File: config.mk
export PLATFORM = sky130hd
export DESIGN_NAME = npq_min_tree
export DESIGN_NICKNAME = d
export VERILOG_FILES = /design/src/rtl/npq_pkg.sv /design/src/rtl/npq_min_tree.sv
export SDC_FILE = /design/constraint.sdc
export NUM_CORES = 1
export LEC_CHECK = 0
export ABC_AREA = 1
export BUFFER_PORTS_ARGS = -buffer_cell sky130_fd_sc_hd__buf_2
export CAP_MARGIN = 15
export CORE_MARGIN = 2
export CORE_UTILIZATION = 40
export CTS_BUF_LIST = sky130_fd_sc_hd__clkbuf_4 sky130_fd_sc_hd__clkbuf_8
export DETAILED_ROUTE_END_ITERATION = 6
export GPL_TIMING_DRIVEN = 0
export PLACE_DENSITY = 0.65
export SYNTH_ARGS = -nofsm -noshare
export SYNTH_HDL_FRONTEND = slang
export SYNTH_SLANG_ARGS = --single-unit
File: constraint.sdc
create_clock -name clock -period 1.9 [get_ports clock]
set_input_delay 0.38 -clock clock [delete_from_list [all_inputs] [get_ports clock]]
set_output_delay 0.38 -clock clock [all_outputs]
set_load 0.05 [all_outputs]
File: src/rtl/npq_pkg.sv
// Shared types, constants and helper functions for the palette quantizer.
`timescale 1ns / 1ps

package npq_pkg;

   localparam int IDX_W     = 6;
   localparam int DIST_W    = 19;
   localparam int NUM_FIXED = 6;

   localparam logic [7:0]  WHITE_LEVEL = 8'hE0;
   localparam logic [15:0] CODE_BLACK  = 16'h0000;
   localparam logic [15:0] CODE_WHITE  = 16'hFFFF;
   localparam logic [15:0] CODE_BLUE   = 16'h001F;
   localparam logic [15:0] CODE_YELLOW = 16'hFFE0;
   localparam logic [15:0] CODE_GREEN  = 16'h07E0;
   localparam logic [15:0] CODE_RED    = 16'hF800;

   localparam logic [1:0] CSR_PALETTE_COUNT  = 2'd0;
   localparam logic [1:0] CSR_COLOR_FALLBACK = 2'd1;

   typedef struct packed {
      logic [7:0]  r;
      logic [7:0]  g;
      logic [7:0]  b;
      logic [15:0] code;
   } color_type;

   typedef struct packed {
      logic [7:0] r;
      logic [7:0] g;
      logic [7:0] b;
   } diff_type;

   typedef struct packed {
      logic [DIST_W-1:0] distance;
      logic [IDX_W-1:0]  idx;
      logic [15:0]       code;
   } node_type;

   typedef struct packed {
      logic valid;
      logic thresh;
      logic fallback;
      logic white;
   } side_type;

   localparam color_type FIXED_COLORS [NUM_FIXED] = '{
      '{8'd0,   8'd0,   8'd0,   CODE_BLACK},
      '{8'd255, 8'd255, 8'd255, CODE_WHITE},
      '{8'd0,   8'd0,   8'd255, CODE_BLUE},
      '{8'd255, 8'd255, 8'd0,   CODE_YELLOW},
      '{8'd0,   8'd255, 8'd0,   CODE_GREEN},
      '{8'd255, 8'd0,   8'd0,   CODE_RED}
   };

   function automatic logic [7:0] abs_diff(input logic [7:0] a, input logic [7:0] b);
      return (a > b) ? (a - b) : (b - a);
   endfunction

   // earlier candidate wins a tie
   function automatic node_type min_node(input node_type a, input node_type b);
      return (b.distance < a.distance) ? b : a;
   endfunction

endpackage

File: src/rtl/npq_min_tree.sv
// Registered minimum-distance tree over the lane distances.
`timescale 1ns / 1ps

module npq_min_tree import npq_pkg::*; #(
   parameter int LEAVES = 16
) (
   input  logic     clock,
   input  logic     reset,
   input  logic     en,
   input  node_type leaf [LEAVES],
   input  side_type side_in,
   output node_type root,
   output side_type side_out
);

   localparam int LEVELS = $clog2(LEAVES);

   node_type node_ff [LEAVES-1];
   side_type side_ff [LEVELS];

   for (genvar k = 0; k < LEAVES - 1; k++) begin : g_node
      localparam int LC = 2 * k + 1;
      localparam int RC = 2 * k + 2;
      node_type left;
      node_type right;

      if (LC >= LEAVES - 1) begin : g_bottom
         assign left  = leaf[LC-(LEAVES-1)];
         assign right = leaf[RC-(LEAVES-1)];
      end else begin : g_inner
         assign left  = node_ff[LC];
         assign right = node_ff[RC];
      end

      always_ff @(posedge clock) begin
         if (en) begin
            node_ff[k] <= min_node(left, right);
         end
      end
   end

   always_ff @(posedge clock) begin
      if (reset) begin
         for (int j = 0; j < LEVELS; j++) begin
            side_ff[j] <= '0;
         end
      end else if (en) begin
         side_ff[0] <= side_in;
         for (int j = 1; j < LEVELS; j++) begin
            side_ff[j] <= side_ff[j-1];
         end
      end
   end

   assign root     = node_ff[0];
   assign side_out = side_ff[LEVELS-1];

endmodule

==> impl_metrics.csv <==
group,metric,value,unit
finish,nets,6581,
finish,syn2layout_area_growth,51.86,%
global_route,grt_pass1_vias,35520,
placed_design,hpwl,94.90,mm
drt,ant_nets,0,
clocking,htree_num_levels,3,
global_route,grt_max_degree,119,
floorplanning,initial_core_util,0.4022,
yosys,ys_ff_latch,631,
clocking,clk_path_buf_depth,3,
clocking,root_buffer,"clkbuf_8",
power_and_ir_drop,ir_drop,0.0006793,V
setup_path,reg2reg_slack,-0.34,ns
timing,skew,0.05287,ns
floorplanning,die_area,94200,um2
drt,remaining_drc_errors,4,
finish,multi_input_area,18090,um2
worst_hold_path,hold_depth,3,
power_and_ir_drop,power_density,969.9,nW/um2
floorplanning,fp.dieW,306.9,um
clocking,cts_made_buffers,107,
worst_hold_path,hp-class,"in -> reg",
setup_path,rr_worst_depth,10,
timing,period_share,1.177,
timing,fin_crit,2.237,ns
flow_run,drv_cap,0,
yosys,synth.distinct_cells,24,
finish,fillers,7370,
clocking,clk-insertion-delay-late,0.76,ns
timing,whs,0.02845,ns
worst_hold_path,holdPathEnd,"node_ff[0][312]",
timing,worst_slack,-0.3365,ns
setup_path,start_kind,"flip-flop",
timing,slew_headroom,0.5553,
floorplanning,ios,708,
yosys,syn_area,36700,um2
finish,drive_above_1_share,0.3472,
setup_path,cp-startpoint,"node_ff[1][202]",
timing,fmax,447.1,MHz
timing,hold_viol,0,
setup_path,reg2reg_from,"node_ff[1][202]",
yosys,syn_avg_cell_area,9.027,um2
drt,viasPerCell,5.283,
drt,drt_wl_total,141.2,mm
setup_path,critPathArrivalTime,2.86,ns
clocking,clkTransAtPathRegs,0.06,ns
finish,utilization,0.6109,
clocking,clock_sinks,631,
setup_path,worstSetupPathType,"reg -> reg",
placed_design,gp_congestion,0.9607,
drt,via_count,36630,
floorplanning,coreArea,91250,um2
finish,final_area,55740,um2
clocking,cts_tree,"yes",
finish,register_area,18950,um2
placed_design,dpl_cell_area,41870,um2
global_route,grt_overflow,0,
timing,drv_slew,0,
global_route,antenna_found_initial,21,
placed_design,dp_slack,-1.965,ns
timing,max_slew.worst_pin.slew,0.6671,ns
setup_path,r2r_end,"node_ff[0][240]",
floorplanning,num_rows,111,
setup_path,required,2.53,ns
yosys,ys_seq_area_frac,0.5163,
power_and_ir_drop,leakagePower,27.00,nW
yosys,syn_inst,4066,
yosys,syn_nets,4999,
placed_design,io_buffers,707,
status,violations,"design-rule violations, negative setup slack",
worst_hold_path,worstHoldStart,"leaf[640]",
drt,drtPass1Iterations,7,
drt,drt_iter0_markers,3702,
status,status,"finished, violations left",
setup_path,critPathCaptureType,"flip-flop",
drt,wl_per_cell,20.37,um
floorplanning,die_h,306.9,um
timing,rsz0062_at_grt,"yes",
global_route,grt_pass1_wl,201.1,mm
setup_path,worst-path-max-fanout,7,
global_route,grt_usage,0.2798,
yosys,yosys_warnings,0,
timing,setup_viol,303,
worst max path at each step:
stage                            to  cells past startpoint
floorplan           node_ff[1][235]                      9
global placement      side_ff[0][2]                      4
detailed placement    side_ff[1][2]                      8
CTS                 node_ff[0][221]                      9
global route        node_ff[0][221]                      8
finish              node_ff[0][240]                     10
Yosys cell counts:
cell,n,area (um2)
nand3b_2,4,45.04
buf_2,105,525.5
clkbuf_1,77,289.0
nand2_1,1636,6141
nand3_1,18,90.09
and2_2,7,52.55
a21o_1,15,112.6
and2_4,1,8.760
edfxtp_1,631,18950
a21oi_1,75,375.4
nand3_2,15,150.1
nand2_2,3,18.77
buf_4,40,300.3
buf_1,3,11.26
nor2_1,93,349.1
ha_1,270,3378
a21oi_2,12,105.1
nor2_2,7,43.79
buf_6,16,180.2
and2_1,4,25.02
inv_1,410,1539
or2_2,1,6.260
nand3b_4,8,160.2
nand4_1,615,3847
kinds of logic (layout without fill, tap and decap cells):
logic type	Yosys count	in the layout	share of synthesized area
AOI/OAI and AO/OA	102	102	0.01616
and+or+nand+nor	2412	2418	0.2980
buffers and inverters	651	2310	0.07752
adders and majority gates	270	270	0.09204
DFF	631	631	0.5163
other	0	16	0
layout make-up:
| cell class | count | area share |
|---|---|---|
| repair buffers | 1470 | 0.2077 |
| inverters | 410 | 0.02761 |
| flip-flops and latches | 631 | 0.3399 |
| plain buffers | 238 | 0.03381 |
| well taps | 1186 | 0.02662 |
| clock buffers | 140 | 0.03098 |
| multi-input cells | 2790 | 0.3246 |
| clock inverters | 52 | 0.008036 |
| diodes | 16 | 0.0007183 |
metal layers:
layer	vias up	part of all wire	routed length (um)	GRT usage
met2	1684	0.47	66970	0.4579
met4	8	0.039	5566	0.1167
met5	-	0.00076	107	0
li1	17230	-	-	-
met3	399	0.082	11590	0.06361
met1	17310	0.40	56970	0.3571
state kept, by name, summed over array words and instances, names as in the netlist:
signal / cells
node_ff: 615
side_ff: 16
power by group:
| group | total [W] | leakage, nW | switching [W] | internal [W] |
|---|---|---|---|---|
| sequential | 0.0205 | 6.23 | 0.00160 | 0.0189 |
| combinational | 0.0209 | 19.6 | 0.0121 | 0.00877 |
| clock | 0.0127 | 1.13 | 0.00589 | 0.00680 |
| total | 0.0541 | 27.0 | 0.0196 | 0.0344 |
critical path, stage by stage, from the launching register on:
cell and delay, ns:
edfxtp_1 0.48, ha_4 0.34, nand2_4 0.05, nor2_4 0.13
and2_4 0.21, nand3b_4 0.22, nand3_4 0.22, buf_12 0.17
buf_6 0.12, nand2_1 0.07, nand2_2 0.08
what timing repair did:
item                                   4_1_cts  5_1_grt
pin swaps                                  148      195
setup buffers                               76       80
gates resized for setup                    565      611
cloned                                      45       12
setup endpoints to repair                  630      535
endpoints found under the hold margin      325        0
hold buffers                               557        0
placed cells by master (no fill, tap or decap), types with 7 or more instances in the layout:
cell	n
a21o_1	15
a21oi_1	57
a21oi_2	20
a21oi_4	10
and2_4	7
buf_12	21
buf_16	9
buf_2	788
buf_4	149
buf_6	73
buf_8	35
clkbuf_1	31
clkbuf_16	9
clkbuf_2	10
clkbuf_4	41
clkbuf_8	119
clkinv_1	29
clkinv_2	8
diode_2	16
dlygate4sd3_1	557
edfxtp_1	631
ha_1	219
ha_4	51
inv_1	371
inv_2	39
nand2_1	1117
nand2_2	376
nand2_4	142
nand3_1	18
nand3_4	19
nand3b_4	13
nand4_1	615
nor2_1	79
nor2_2	12
nor2_4	9
metrics by stage:
stage	TNS (ns)	std cells	total power, W
2_1_floorplan	0	4066	0.02841
3_3_place_gp	-6151.00	5959	0.03372
3_5_place_dp	-783.85	5964	0.03367
4_1_cts	-47.54	6833	0.05050
5_1_grt	-76.92	6928	0.05669
6_report	-60.32	6933	0.05406
No activity file was read; power rests on OpenSTA's default activity.
